[config.mk]
export PLATFORM = sky130hd
export DESIGN_NAME = goldbach_prime_pair_search_unit_flat
export DESIGN_NICKNAME = d
export VERILOG_FILES = /design/src/hdl/gpps_pkg.sv /design/src/hdl/gpps_if.sv /design/src/hdl/gpps_mod.sv /design/src/hdl/gpps_prime.sv /design/src/hdl/goldbach_prime_pair_search_unit.sv /design/src/flat_wrapper.sv
export SDC_FILE = /design/constraint.sdc
export NUM_CORES = 1
export LEC_CHECK = 0
export BUFFER_PORTS_ARGS = -buffer_cell sky130_fd_sc_hd__buf_2
export CORE_AREA = 3 3 148 150
export DETAILED_ROUTE_END_ITERATION = 10
export DIE_AREA = 0 0 151 153
export GPL_TIMING_DRIVEN = 0
export HOLD_SLACK_MARGIN = 0.02
export PLACE_DENSITY = 0.68
export SLEW_MARGIN = 10
export SYNTH_ARGS = -nofsm -noshare
export SYNTH_HDL_FRONTEND = slang
export SYNTH_SLANG_ARGS = --single-unit
[constraint.sdc]
create_clock -name clk -period 6.92 [get_ports clk]
set_input_delay 0.692 -clock clk [delete_from_list [all_inputs] [get_ports clk]]
set_output_delay 0.692 -clock clk [all_outputs]
set_load 0.005 [all_outputs]
[src/hdl/gpps_pkg.sv]
// ----------------------------------------------------------------------------
// gpps_pkg
// Shared types and constants for the Goldbach prime pair search unit.
// ----------------------------------------------------------------------------
package gpps_pkg;

  localparam int unsigned SMALL_W = 15;
  localparam int unsigned LARGE_W = 16;

  // Top level search sequencer
  typedef enum logic [2:0] {
    S_IDLE,
    S_CHECK,
    S_WAIT_LO,
    S_TEST_HI,
    S_WAIT_HI,
    S_DONE
  } search_state_t;

  // Trial division sequencer
  typedef enum logic [1:0] {
    P_IDLE,
    P_CHECK,
    P_WAIT
  } prime_state_t;

  typedef struct packed {
    logic start;
  } mod_req_t;

  typedef struct packed {
    logic done;
    logic zero;
  } mod_rsp_t;

  typedef struct packed {
    logic start;
  } prime_req_t;

  typedef struct packed {
    logic done;
    logic is_prime;
  } prime_rsp_t;

endpackage

[src/hdl/gpps_if.sv]
// ----------------------------------------------------------------------------
// gpps channel interfaces
// Valid/ready channels for the number input and the prime pair result.
// ----------------------------------------------------------------------------
interface gpps_in_if #(
  parameter int unsigned WIDTH = 16
);
  logic             valid;
  logic             ready;
  logic [WIDTH-1:0] number;

  modport source (output valid, output number, input ready);
  modport sink   (input valid, input number, output ready);
endinterface

interface gpps_out_if;
  logic                         valid;
  logic                         ready;
  logic                         found;
  logic [gpps_pkg::SMALL_W-1:0] small_prime;
  logic [gpps_pkg::LARGE_W-1:0] large_prime;

  modport source (output valid, output found, output small_prime, output large_prime,
                  input ready);
  modport sink   (input valid, input found, input small_prime, input large_prime,
                  output ready);
endinterface

[src/hdl/gpps_mod.sv]
// ----------------------------------------------------------------------------
// gpps_mod
// Bit-serial restoring remainder unit: x mod d, one dividend bit per cycle.
// ----------------------------------------------------------------------------
module gpps_mod #(
  parameter int unsigned WIDTH = 16
) (
  input  logic               clk,
  input  logic               rst_n,
  input  gpps_pkg::mod_req_t req,
  input  logic [WIDTH-1:0]   x,
  input  logic [WIDTH-1:0]   d,
  output gpps_pkg::mod_rsp_t rsp
);
  import gpps_pkg::*;

  localparam int unsigned CNT_W = $clog2(WIDTH + 1);

  logic             busy_r, busy_nxt;
  logic             done_r, done_nxt;
  logic [CNT_W-1:0] cnt_r, cnt_nxt;
  logic [WIDTH-1:0] rem_r, rem_nxt;
  logic [WIDTH-1:0] sh_r, sh_nxt;
  logic [WIDTH-1:0] d_r, d_nxt;
  logic [WIDTH:0]   trial;

  always_comb begin
    busy_nxt = busy_r;
    done_nxt = 1'b0;
    cnt_nxt  = cnt_r;
    rem_nxt  = rem_r;
    sh_nxt   = sh_r;
    d_nxt    = d_r;
    trial    = {rem_r, sh_r[WIDTH-1]};
    if (req.start) begin
      busy_nxt = 1'b1;
      cnt_nxt  = CNT_W'(WIDTH);
      rem_nxt  = '0;
      sh_nxt   = x;
      d_nxt    = d;
    end else if (busy_r) begin
      // shift in the next dividend bit, subtract when it fits
      if (trial >= {1'b0, d_r}) begin
        trial = trial - {1'b0, d_r};
      end
      rem_nxt = trial[WIDTH-1:0];
      sh_nxt  = {sh_r[WIDTH-2:0], 1'b0};
      cnt_nxt = cnt_r - 1'b1;
      if (cnt_r == CNT_W'(1)) begin
        busy_nxt = 1'b0;
        done_nxt = 1'b1;
      end
    end
  end

  always_ff @(posedge clk) begin
    if (!rst_n) begin
      busy_r <= 1'b0;
      done_r <= 1'b0;
      cnt_r  <= '0;
    end else begin
      busy_r <= busy_nxt;
      done_r <= done_nxt;
      cnt_r  <= cnt_nxt;
    end
  end

  always_ff @(posedge clk) begin
    rem_r <= rem_nxt;
    sh_r  <= sh_nxt;
    d_r   <= d_nxt;
  end

  assign rsp.done = done_r;
  assign rsp.zero = (rem_r == '0);

endmodule

[src/hdl/gpps_prime.sv]
// ----------------------------------------------------------------------------
// gpps_prime
// Trial division primality test: divisors from 2 while d*d <= x.
// ----------------------------------------------------------------------------
module gpps_prime #(
  parameter int unsigned WIDTH = 16
) (
  input  logic                 clk,
  input  logic                 rst_n,
  input  gpps_pkg::prime_req_t req,
  input  logic [WIDTH-1:0]     x,
  output gpps_pkg::prime_rsp_t rsp
);
  import gpps_pkg::*;

  prime_state_t     state_r, state_nxt;
  logic [WIDTH-1:0] x_r, x_nxt;
  logic [WIDTH-1:0] d_r, d_nxt;
  logic [WIDTH+1:0] sq_r, sq_nxt;
  logic             done_r, done_nxt;
  logic             prime_r, prime_nxt;
  logic             too_small;
  logic             sq_over;
  mod_req_t         mod_req;
  mod_rsp_t         mod_rsp;

  assign too_small = (x_r < WIDTH'(2));
  assign sq_over   = (sq_r > {2'b00, x_r});

  gpps_mod #(.WIDTH(WIDTH)) u_mod (
    .clk   (clk),
    .rst_n (rst_n),
    .req   (mod_req),
    .x     (x_r),
    .d     (d_r),
    .rsp   (mod_rsp)
  );

  // next state and datapath
  always_comb begin
    state_nxt = state_r;
    x_nxt     = x_r;
    d_nxt     = d_r;
    sq_nxt    = sq_r;
    done_nxt  = 1'b0;
    prime_nxt = prime_r;
    case (state_r)
      P_IDLE: begin
        if (req.start) begin
          x_nxt     = x;
          d_nxt     = WIDTH'(2);
          sq_nxt    = (WIDTH+2)'(4);
          state_nxt = P_CHECK;
        end
      end
      P_CHECK: begin
        if (too_small) begin
          done_nxt  = 1'b1;
          prime_nxt = 1'b0;
          state_nxt = P_IDLE;
        end else if (sq_over) begin
          done_nxt  = 1'b1;
          prime_nxt = 1'b1;
          state_nxt = P_IDLE;
        end else begin
          state_nxt = P_WAIT;
        end
      end
      P_WAIT: begin
        if (mod_rsp.done) begin
          if (mod_rsp.zero) begin
            done_nxt  = 1'b1;
            prime_nxt = 1'b0;
            state_nxt = P_IDLE;
          end else begin
            // (d+1)^2 = d^2 + 2d + 1
            sq_nxt    = sq_r + {1'b0, d_r, 1'b1};
            d_nxt     = d_r + 1'b1;
            state_nxt = P_CHECK;
          end
        end
      end
      default: begin
        state_nxt = P_IDLE;
      end
    endcase
  end

  // outputs
  always_comb begin
    mod_req.start = 1'b0;
    case (state_r)
      P_CHECK: mod_req.start = !too_small && !sq_over;
      default: mod_req.start = 1'b0;
    endcase
  end

  always_ff @(posedge clk) begin
    if (!rst_n) begin
      state_r <= P_IDLE;
      done_r  <= 1'b0;
    end else begin
      state_r <= state_nxt;
      done_r  <= done_nxt;
    end
  end

  always_ff @(posedge clk) begin
    x_r     <= x_nxt;
    d_r     <= d_nxt;
    sq_r    <= sq_nxt;
    prime_r <= prime_nxt;
  end

  assign rsp.done     = done_r;
  assign rsp.is_prime = prime_r;

endmodule

[src/hdl/goldbach_prime_pair_search_unit.sv]
// ----------------------------------------------------------------------------
// goldbach_prime_pair_search_unit
// Finds the first j >= 2 with j and n-j both prime for even n.
// ----------------------------------------------------------------------------
// Search: for odd n or n < 4 the number goes from S_CHECK straight to S_DONE;
//   otherwise each candidate j costs one primality test of j (and of n-j when
//   j is prime); each test runs the bit-serial remainder unit once per trial
//   divisor d with d*d <= x.
// Throughput: one number at a time; the next number is taken once the search
//   is done and the result sits in the output register. Reset: synchronous,
//   active low; clears the sequencers and the output valid.
module goldbach_prime_pair_search_unit #(
  parameter int unsigned WIDTH = 16
) (
  input  logic              clk,
  input  logic              rst_n,
  gpps_in_if.sink           in_ch,
  gpps_out_if.source        out_ch
);
  import gpps_pkg::*;

  search_state_t        state_r, state_nxt;
  logic [WIDTH-1:0]     n_r, n_nxt;
  logic [WIDTH-1:0]     j_r, j_nxt;
  logic                 res_found_r, res_found_nxt;
  logic                 out_valid_r, out_valid_nxt;
  logic                 out_found_r, out_found_nxt;
  logic [SMALL_W-1:0]   out_small_r, out_small_nxt;
  logic [LARGE_W-1:0]   out_large_r, out_large_nxt;
  logic [WIDTH-1:0]     hi_val;
  logic                 range_done;
  prime_req_t           prime_req;
  prime_rsp_t           prime_rsp;
  logic [WIDTH-1:0]     prime_x;

  assign hi_val     = n_r - j_r;
  assign range_done = n_r[0] || (j_r > (n_r >> 1));

  gpps_prime #(.WIDTH(WIDTH)) u_prime (
    .clk   (clk),
    .rst_n (rst_n),
    .req   (prime_req),
    .x     (prime_x),
    .rsp   (prime_rsp)
  );

  // next state and datapath
  always_comb begin
    state_nxt     = state_r;
    n_nxt         = n_r;
    j_nxt         = j_r;
    res_found_nxt = res_found_r;
    out_valid_nxt = out_valid_r && !out_ch.ready;
    out_found_nxt = out_found_r;
    out_small_nxt = out_small_r;
    out_large_nxt = out_large_r;
    case (state_r)
      S_IDLE: begin
        if (in_ch.valid) begin
          n_nxt     = in_ch.number;
          j_nxt     = WIDTH'(2);
          state_nxt = S_CHECK;
        end
      end
      S_CHECK: begin
        if (range_done) begin
          res_found_nxt = 1'b0;
          state_nxt     = S_DONE;
        end else begin
          state_nxt = S_WAIT_LO;
        end
      end
      S_WAIT_LO: begin
        if (prime_rsp.done) begin
          if (prime_rsp.is_prime) begin
            state_nxt = S_TEST_HI;
          end else begin
            j_nxt     = j_r + 1'b1;
            state_nxt = S_CHECK;
          end
        end
      end
      S_TEST_HI: begin
        state_nxt = S_WAIT_HI;
      end
      S_WAIT_HI: begin
        if (prime_rsp.done) begin
          if (prime_rsp.is_prime) begin
            res_found_nxt = 1'b1;
            state_nxt     = S_DONE;
          end else begin
            j_nxt     = j_r + 1'b1;
            state_nxt = S_CHECK;
          end
        end
      end
      S_DONE: begin
        // hold until the output register is free
        if (!out_valid_r || out_ch.ready) begin
          out_valid_nxt = 1'b1;
          out_found_nxt = res_found_r;
          out_small_nxt = res_found_r ? SMALL_W'(j_r) : '0;
          out_large_nxt = res_found_r ? LARGE_W'(hi_val) : '0;
          state_nxt     = S_IDLE;
        end
      end
      default: begin
        state_nxt = S_IDLE;
      end
    endcase
  end

  // outputs
  always_comb begin
    in_ch.ready     = 1'b0;
    prime_req.start = 1'b0;
    prime_x         = j_r;
    case (state_r)
      S_IDLE:    in_ch.ready = 1'b1;
      S_CHECK:   prime_req.start = !range_done;
      S_TEST_HI: begin
        prime_req.start = 1'b1;
        prime_x         = hi_val;
      end
      default:   prime_req.start = 1'b0;
    endcase
  end

  always_ff @(posedge clk) begin
    if (!rst_n) begin
      state_r     <= S_IDLE;
      out_valid_r <= 1'b0;
    end else begin
      state_r     <= state_nxt;
      out_valid_r <= out_valid_nxt;
    end
  end

  always_ff @(posedge clk) begin
    n_r         <= n_nxt;
    j_r         <= j_nxt;
    res_found_r <= res_found_nxt;
    out_found_r <= out_found_nxt;
    out_small_r <= out_small_nxt;
    out_large_r <= out_large_nxt;
  end

  assign out_ch.valid       = out_valid_r;
  assign out_ch.found       = out_found_r;
  assign out_ch.small_prime = out_small_r;
  assign out_ch.large_prime = out_large_r;

endmodule

[src/flat_wrapper.sv]
// flat-port wrapper written by rule: the top's interface ports become plain ports
module goldbach_prime_pair_search_unit_flat import gpps_pkg::*;
#(
  parameter int unsigned WIDTH = 16
)
  (clk, rst_n, in_ch_valid, in_ch_number, in_ch_ready, out_ch_valid, out_ch_found, out_ch_small_prime, out_ch_large_prime, out_ch_ready);
  gpps_in_if #(.WIDTH(WIDTH)) in_ch_i ();
  gpps_out_if out_ch_i ();
  input  logic clk;
  input  logic rst_n;
  input wire logic [$bits(in_ch_i.valid)-1:0] in_ch_valid;
  input wire logic [$bits(in_ch_i.number)-1:0] in_ch_number;
  output wire logic [$bits(in_ch_i.ready)-1:0] in_ch_ready;
  output wire logic [$bits(out_ch_i.valid)-1:0] out_ch_valid;
  output wire logic [$bits(out_ch_i.found)-1:0] out_ch_found;
  output wire logic [$bits(out_ch_i.small_prime)-1:0] out_ch_small_prime;
  output wire logic [$bits(out_ch_i.large_prime)-1:0] out_ch_large_prime;
  input wire logic [$bits(out_ch_i.ready)-1:0] out_ch_ready;
  assign in_ch_i.valid = in_ch_valid;
  assign in_ch_i.number = in_ch_number;
  assign in_ch_ready = in_ch_i.ready;
  assign out_ch_valid = out_ch_i.valid;
  assign out_ch_found = out_ch_i.found;
  assign out_ch_small_prime = out_ch_i.small_prime;
  assign out_ch_large_prime = out_ch_i.large_prime;
  assign out_ch_i.ready = out_ch_ready;
  goldbach_prime_pair_search_unit #(.WIDTH(WIDTH)) u_core (.clk(clk), .rst_n(rst_n), .in_ch(in_ch_i), .out_ch(out_ch_i));
endmodule
# Word-level counts from Yosys, hierarchy flattened
# Index checks and enable logic that the tools add are counted.
totals:
  register_bits: 178
  latchBits: 0
  mem_bits_rw: 0
  romBits: 0
  elab_cells: 138
  memories: 0
op_classes:
  addsub: 6
  mul: 0
  div_mod_pow: 0
  order_cmp: 4
  eq_ne: 21
  shift: 0
  muxes: 55
  n_bitwise: 2
  n_reduce_logical: 29
op_table:
  columns: ["cell", "count"]
  rows:
  - ["$mux 16", 10]
  - ["$pmux 16 s2", 2]
  - ["$mux 18", 3]
  - ["$pmux 18 s2", 1]
  - ["$add 16x1->16 const B", 2]
  - ["$sub 16x16->16", 2]
  - ["$mux 1", 20]
  - ["$reduce_and 4->1", 5]
  - ["$add 18x17->18", 1]
  - ["$gt 18x16->1", 1]
  - ["$mux 3", 6]
  - ["$pmux 3 s6", 1]
  - ["$ge 17x16->1", 1]
  - ["$gt 16x15->1", 1]
  - ["$logic_not 16->1", 1]
  - ["$lt 16x2->1 const B", 1]
  - ["$ne 2x2->1 const B", 7]
  - ["$mux 2", 5]
  - ["$mux 5", 2]
  - ["$ne 2x1->1 const B", 5]
  - ["$reduce_bool 2->1", 5]
  - ["$pmux 1 s2", 4]
  - ["$reduce_and 2->1", 4]
  - ["$eq 3x2->1 const B", 2]
  - ["other kinds (16)", 25]

# Longest topological paths before layout
# Gate-level depths: netlist of the first run.
logic_depth:
  word_depth: 6
  depth_mapped: 11
  mapped_depth_nobuf: 10

# Modules after synthesis
# Synthesis of the first run repeated with hierarchy kept, for this count alone.
unflattened:
  cells_unflattened: 1006
  area_unflattened_um2: 10457.5
by_module_without_submodules:
  columns: ["mod", "n_inst", "cells_each", "area_per_inst_um2", "seq_area_each_um2"]
  rows:
  - ["goldbach_prime_pair_search_unit", 1, 400, 4010.1, 2031.9]
  - ["gpps_prime", 1, 318, 3393.3, 1591.5]
  - ["gpps_mod", 1, 288, 3054.2, 1421.4]

# Least setup slack after synthesis of the first run
# No wires, ideal clock.
synth_path:
  kind: "reg-to-reg"
  from: "register u_core.j_r[13]"
  to: "register u_core.u_prime.d_r[0] (enable)"
  arrival_time_ps: 4509
  slack_ps: 1937
  stages_incl_launch_ff: 9
  synth_period_minus_slack_ps: 4983
  cell_sequence: "edfxtp_1 -> ha_1 -> and4b_1 -> nand3_1 -> or3_1 -> a21oi_1 -> o31ai_1 -> a31oi_2 -> nor3b_1"
synth_between:
  elab_chain_cells: 6
synth_rtl:
  columns: ["item", "line", "source"]
  rows:
  - ["from (decl)", "goldbach_prime_pair_search_unit.sv:24", "logic [WIDTH-1:0] j_r, j_nxt;"]
  - ["from (signal assigned)", "goldbach_prime_pair_search_unit.sv:141", "j_r <= j_nxt;"]
  - ["$gt 16x15->1", "goldbach_prime_pair_search_unit.sv:37", "assign range_done = n_r[0] || (j_r > (n_r >> 1));"]
  - ["$logic_or 1x1->1", "goldbach_prime_pair_search_unit.sv:37", null]
  - ["$logic_not 1->1", "goldbach_prime_pair_search_unit.sv:120", "S_CHECK: prime_req.start = !range_done;"]
  - ["$pmux 1 s2", "goldbach_prime_pair_search_unit.sv:118", "case (state_r)"]
  - ["$ne 2x1->1 (no source line)", null, null]
  - ["$reduce_and 4->1 (no source line)", null, null]
  - ["to (signal assigned)", "gpps_prime.sv:110", "d_r <= d_nxt;"]
  - ["to (decl)", "gpps_prime.sv:18", "logic [WIDTH-1:0] d_r, d_nxt;"]
# No other way between the ends.
# A chain may end at the register's enable or synchronous reset.

# Worst setup path in the final report of the first run
layout_path:
  from: "register u_core.n_r[15]"
  to: "register u_core.u_prime.sq_r[4] (enable)"
layout_between:
  elab_chain_cells: 6
layout_rtl:
  columns: ["item", "line", "source"]
  rows:
  - ["from (decl)", "goldbach_prime_pair_search_unit.sv:23", "logic [WIDTH-1:0] n_r, n_nxt;"]
  - ["from (signal assigned)", "goldbach_prime_pair_search_unit.sv:140", "n_r <= n_nxt;"]
  - ["$gt 16x15->1", "goldbach_prime_pair_search_unit.sv:37", null]
  - ["$logic_or 1x1->1", "goldbach_prime_pair_search_unit.sv:37", null]
  - ["$logic_not 1->1", "goldbach_prime_pair_search_unit.sv:120", null]
  - ["$pmux 1 s2", "goldbach_prime_pair_search_unit.sv:118", null]
  - ["$ne 2x1->1 (no source line)", null, null]
  - ["$reduce_and 4->1 (no source line)", null, null]
  - ["to (signal assigned)", "gpps_prime.sv:111", "sq_r <= sq_nxt;"]
  - ["to (decl)", "gpps_prime.sv:19", "logic [WIDTH+1:0] sq_r, sq_nxt;"]
# No other way between the ends.

==> out/results.txt, run 1 <==
status: complete, no violations
endpoint type of the worst setup path: flip-flop
FFs w/ async S/R, synth: 0%
FILL cells: 1807
first-pass GRT wire length: 38200 µm
leakage power: 4.60 nW
crit path DAT: 3890 ps
Synth-to-Final Area Change: 11.9%
layout net count: 1228
CTS tree: built
final instance area: 11800 µm²
top cells by area, synth: edfxtp_1 (42%), ha_1 (10%), dfxtp_1 (5.7%), nor2_1 (4.4%), nand2_1 (3.3%)
post-CTS setup repair buffer count: 0
Synth cell types: 66
First-pass DRT Iterations: 5
Worst Max-Slew Pin Slew: 1270 ps
CP max stage delay: 520 ps
Setup-failing EPs final: 0
Register Area: 5040 µm²
I/O pin count: 54
CTS Hold Buffers Added: 0
routed via count: 7806
DRC viols: 0
Gate Count Post-Synth: 1043
Root Buffer: clkbuf_16
initial antenna violation count: 0
H-tree depth: 4
vias in the first global route: 7526
routed vias/inst: 5.55
syn avg cell area: 10.1 µm²
Yosys top cell area share: 42.2%
fmax: 267 MHz
clk sinks: 178
HPWL after DPL: 17300 µm
Fin Clk Skew: 16.6 ps
area post-placement: 11200 µm²
worst vdd ir: 0.158 mV
GRT Util Overall: 20.8%
DRT Wirelength: 23300 µm
Layout Utilization: 56.7%
synthesized flop and latch total: 178
initial core utilization: 50.6%
# resized after CTS: 0
mapped cell area: 10500 µm²
Routed WL per cell: 16.5 µm
Syn Nets: 1152
# diodes: 0
Final ANT Viol Nets: 0
Multi-input gate area: 5060 µm²
setup tns final: 0 ps
GP Congestion: 0.875
Final Cycle Share: 54.0%
Skew-Pair Late Insertion Delay: 440 ps
Fin. Hold Viols: 0
CP cell instances: inv_1 > ha_1 > and4b_1 > nand3_1 > or3_1 > a21oi_1 > o31ai_2 > a31oi_2 > nor3b_2 > buf_4 > buf_4
RSZ-0062 raised after global routing: no
Slew Limit Fails: 0
Worst Hold Class: primary input to flip-flop
# port buffers: 53
worst-path fanout max: 11
Num CTS Buffers: 17
DRT iter0 DRCs: 598
Max Cap Viol: 0
deepest clock path buffer count: 2
Critical Path Most Common Cell: buf_4
fraction of layout cells with a size suffix above 1: 10.2%
total gr overflow: 0
Core ar.: 20800 µm²
num rows: 53
Die W: 151 µm
P per Cell Area: 327 nW/µm²
Required @ worst endpoint: 7070 ps
Die Area: 23100 µm²
pin count of the biggest net entering global routing: 31
Max-Slew Margin vs Limit: 14.7%
startpoint types: flip-flop
EDFF count, synth: 148
clock-pin slew on the worst setup and hold paths: 80 ps
die height: 153 µm
synth warn: 0
Critical-path top delay cell: nor3b_2
Synth Flop Type: edfxtp_1
fin crit period: 3740 ps
worst setup path class: flip-flop to flip-flop
area leader, netlist: edfxtp_1
sequential fraction of the synthesis area: 47.8%
-- per-layer routing --
metal | up-vias | wire (µm) | global-route usage, %
li1 | 3914 | - | -
met5 | - | 0 | 0
met2 | 155 | 10700 | 31.9
met3 | 25 | 981 | 3.94
met4 | 0 | 328 | 5.40
met1 | 3712 | 11300 | 30.6
-- cells in the mapped netlist (4+ instances only) --
master	count
o31a_1	5
a31oi_1	7
o21ai_1	9
nor4_1	14
o21ai_0	39
nand2_1	92
dfxtp_1	30
a21boi_0	4
xor2_1	27
mux2_1	15
a21oi_1	54
nor2b_1	15
a211oi_1	19
xnor2_1	28
o211ai_1	8
or3_1	12
nand3_1	20
nand3b_1	5
ha_1	86
clkbuf_1	20
o21a_1	13
and2_1	9
and3_1	7
nand4_1	17
o31ai_1	8
nand2b_1	15
nor2_1	124
nor3_1	21
inv_1	91
edfxtp_1	148
a21o_1	9
mux2i_1	17
-- sequential cells by signal (all words and copies together), names as in the netlist --
name,count
u_core.n_r,16
u_core.j_r,16
u_core.res_found_r,1
u_core.out_ch.found,1
u_core.u_prime.u_mod.d_r,16
u_core.u_prime.u_mod.busy_r,1
u_core.u_prime.u_mod.done_r,1
u_core.out_ch.valid,1
u_core.u_prime.state_r,2
u_core.out_ch.small_prime,15
u_core.out_ch.large_prime,16
u_core.u_prime.done_r,1
u_core.u_prime.x_r,16
u_core.u_prime.u_mod.cnt_r,5
u_core.state_r,3
u_core.u_prime.u_mod.rem_r,16
u_core.u_prime.d_r,16
u_core.u_prime.prime_r,1
u_core.u_prime.sq_r,18
u_core.u_prime.u_mod.sh_r,16
-- power by group --
part           switching, mW  leakage [nW]  internal (mW)  total, mW
clock                  0.451         0.276          0.508      0.959
sequential             0.150          1.61           1.36       1.51
combinational          0.816          2.72          0.576       1.39
total                   1.42          4.60           2.45       3.86
-- cell families (layout without fill, tap and decap cells) --
kind of cell	Yosys count	count (layout)	share of synthesized area [%]
adders and majority gates	89	89	10.8
and+or+nand+nor	369	369	16.8
DFF	178	178	47.8
AOI/OAI and AO/OA	200	200	12.2
buffers and inverters	118	207	4.40
muxes	34	34	3.43
xor gates and xnor gates	55	55	4.57
-- area by class of cell --
class | instances | area share [%]
sequential | 178 | 42.8
tap | 275 | 2.92
clock buffer | 17 | 3.61
clock inverter | 15 | 1.25
inverter | 93 | 2.96
timing repair buffer | 57 | 2.61
multi-input combinational | 747 | 42.9
buffer | 25 | 0.986
-- stage by stage --
step	worst slack, ps	power, mW	std cells	hold slack (ps)
floorplan	1940	2.56	1043	449
global placement	176	2.87	1371	485
detailed placement	3190	2.91	1375	497
CTS	3170	3.88	1407	407
global route	2950	4.11	1407	406
finish	3180	3.86	1407	419
-- worst paths after layout --
kind / startpoint / endpoint / slack [ps] / depth (start not counted)
setup / recovery: u_core.n_r[15] / u_core.u_prime.sq_r[4] / 3180 / 11
hold / removal: in_ch_number[5] / u_core.n_r[5] / 420 / 1
setup reg to reg: u_core.n_r[15] / u_core.u_prime.sq_r[4] / 3180 / 11
hold reg to reg: u_core.u_prime.state_r[0] / u_core.u_prime.state_r[0] / 510 / 2
-- critical path: cells and delay by family, from the launching register on --
family          cells  cell delay (ps)
compound gates      3              740
fa+ha+maj           1              310
buf+inv             3              620
flops               1              450
simple gates        4             1330
-- layout by cell type (no fill, tap or decap), types with 9 or more instances in the layout --
master / synthesis / layout
edfxtp_1: 148 / 148
nor2_1: 124 / 122
nand2_1: 92 / 92
inv_1: 91 / 91
ha_1: 86 / 86
buf_2: 2 / 55
a21oi_1: 54 / 53
o21ai_0: 39 / 38
dfxtp_1: 30 / 30
xnor2_1: 28 / 28
xor2_1: 27 / 27
nor3_1: 21 / 21
nand3_1: 20 / 20
clkbuf_1: 20 / 19
a211oi_1: 19 / 19
nand4_1: 17 / 17
mux2i_1: 17 / 17
clkbuf_16: 0 / 17
nand2b_1: 15 / 15
nor2b_1: 15 / 15
mux2_1: 15 / 15
nor4_1: 14 / 14
o21a_1: 13 / 13
or3_1: 12 / 12
o21ai_1: 9 / 9
and2_1: 9 / 9
a21o_1: 9 / 9
(Power assumes the default switching activity.)
==> inputs of run 2 (changes only) <==
==> constraint.sdc (replaced) <==
create_clock -name clk -period 3.6 [get_ports clk]
set_input_delay 0.36 -clock clk [delete_from_list [all_inputs] [get_ports clk]]
set_output_delay 0.36 -clock clk [all_outputs]
set_load 0.005 [all_outputs]
==> out/results.txt, run 2 (synthesis results as in run 1) <==
Hold Crit Start: in_ch_number[11]
routed via count: 7809 (+0.038%)
Worst Hold Class: primary input to flip-flop
Core ar.: 20800 µm² (unchanged)
status: complete, no violations
total gr overflow: 0 (unchanged)
fmax: 292 MHz (+9.3%)
GRT Util Overall: 20.6% (-0.27 points)
largest reg by FF count: u_core.u_prime.sq_r
capture point of the worst reg-to-reg path: u_core.u_prime.sq_r[4]
reg-to-reg slack, setup: 180 ps (-3000 ps)
worst-path fanout max: 17 (+6)
first-pass GRT wire length: 37700 µm (-1.4%)
DRT iter0 DRCs: 501 (-16%)
clk sinks: 178 (unchanged)
Multi-input gate area: 5070 µm² (+0.12%)
HPWL after DPL: 17300 µm (-0.26%)
die height: 153 µm (unchanged)
endpoint type of the worst setup path: flip-flop
Die Area: 23100 µm² (unchanged)
H-tree depth: 4 (unchanged)
DRT Wirelength: 23200 µm (-0.49%)
GP Congestion: 0.883 (+0.97%)
Cells after DPL: 1375 (unchanged)
Setup-failing EPs final: 0 (unchanged)
Worst Max-Slew Pin Slew: 1200 ps (-65.1 ps)
worst vdd ir: 0.287 mV (+82%)
initial antenna violation count: 1 (+1)
commonest non-fill, non-tap cells in the layout: edfxtp_1 (148), nor2_1 (122), nand2_1 (92)
Routed WL per cell: 16.4 µm (-0.56%)
Hold Crit Depth: 1 (unchanged)
I/O pin count: 54 (unchanged)
Die W: 151 µm (unchanged)
Fin Clk Skew: 17.8 ps (+1.21 ps)
First-pass DRT Iterations: 5 (unchanged)
Num CTS Buffers: 17 (unchanged)
max reg flops: 18 (unchanged)
Skew-Pair Late Insertion Delay: 440 ps (about the same)
PnR worst setup slack: 177 ps (-3000 ps)
crit path DAT: 3560 ps (-330 ps)
Fin. Hold Viols: 0 (unchanged)
origin of the worst setup path: u_core.j_r[13]
Final Cycle Share: 95.1% (+41 points)
R2R Path Start: u_core.j_r[13]
worst hold slack: 90.0 ps (-329 ps)
RSZ-0062 raised after global routing: no
CTS tree: built
Synth-to-Final Area Change: 12.0% (about the same)
DRC viols: 0 (unchanged)
# port buffers: 53 (unchanged)
Worst Reg-to-Reg Cells: 10 (-1)
Layout Utilization: 56.7% (about the same)
Register Area: 5040 µm² (unchanged)
Max Cap Viol: 0 (unchanged)
leakage power: 4.60 nW (-0.17%)
startpoint types: flip-flop
pin count of the biggest net entering global routing: 31 (unchanged)
vias in the first global route: 7446 (-1.1%)
Final ANT Viol Nets: 0 (unchanged)
deepest clock path buffer count: 2 (unchanged)
commonest non-fill, non-tap cell in the layout: edfxtp_1
final non-filler cell total: 1408 (+0.071%)
fraction of layout cells with a size suffix above 1: 9.97% (-0.19 points)
area post-placement: 11300 µm² (+0.33%)
layout net count: 1229 (+0.081%)
Worst Hold Path EP: u_core.n_r[11]
num rows: 53 (unchanged)
FILL cells: 1791 (-0.89%)
power after layout: 7.34 mW (+90%)
worst slack at placement: 38.4 ps (-3150 ps)
Max-Slew Margin vs Limit: 19.1% (+4.4 points)
routed vias/inst: 5.55 (about the same)
final instance area: 11800 µm² (about the same)
# diodes: 0 (unchanged)
worst setup path class: flip-flop to flip-flop
Required @ worst endpoint: 3740 ps (-3330 ps)
Root Buffer: clkbuf_16
fin crit period: 3420 ps (-317 ps)
Slew Limit Fails: 0 (unchanged)
clock-pin slew on the worst setup and hold paths: 70 ps (about the same)
initial core utilization: 50.6% (unchanged)
setup tns final: 0 ps (unchanged)
P per Cell Area: 622 nW/µm² (+90%)
-- run 2: cell types whose count changed in the layout (fill, tap and decap cells not counted), moves of 2 or more --
cell	previous run	this run
buf_4	4	2
clkbuf_1	19	22
clkinv_4	1	3
inv_8	4	1
-- run 2: power by group --
part           internal [mW]  switching [mW]  total [mW]
combinational           1.13            1.57        2.69
sequential              2.62           0.289        2.91
clock                  0.900           0.835        1.74
-- run 2: worst max-delay path by stage --
stage	to	cells after the start
6_report	u_core.u_prime.sq_r[4]	10
5_1_grt	u_core.u_prime.d_r[7]	10
4_1_cts	u_core.u_prime.prime_r	8
3_5_place_dp	u_core.u_prime.prime_r	8
3_3_place_gp	u_core.u_prime.sq_r[4]	8
2_1_floorplan	u_core.u_prime.d_r[0]	8
-- run 2: worst max-delay path: stages, from the launching register on --
cell	delay (ps)
edfxtp_1	510
ha_1	350
and4b_1	270
nand3_1	200
or3_1	350
a21oi_1	190
o31ai_2	230
a31oi_2	290
nor3b_4	320
buf_8	230
buf_16	170
-- run 2: layout make-up --
class                   instances  share of cell area [%]
repair buffers                 58                    2.94
clock buffers                  20                    3.70
clock inverters                12                   0.848
plain buffers                  25                   0.986
flip-flops and latches        178                    42.7
multi-input cells             747                    42.9
well taps                     275                    2.91
inverters                      93                    2.96
-- run 2: timing repair --
item | in CTS | in global routing
endpoints found under the hold margin | 0 | 0
endpoints found under the setup margin | 0 | 17
hold buffers | 0 | 0
resized for setup | 0 | 0
buffers inserted | 0 | 1
-- run 2: routing by layer --
layer / up-vias / track usage (%) / share of wire [%]
met5: - / 0 / 0.082
met4: 2 / 5.70 / 1.0
met3: 22 / 3.41 / 5.0
met2: 166 / 31.9 / 46
met1: 3709 / 30.0 / 48
li1: 3910 / - / -
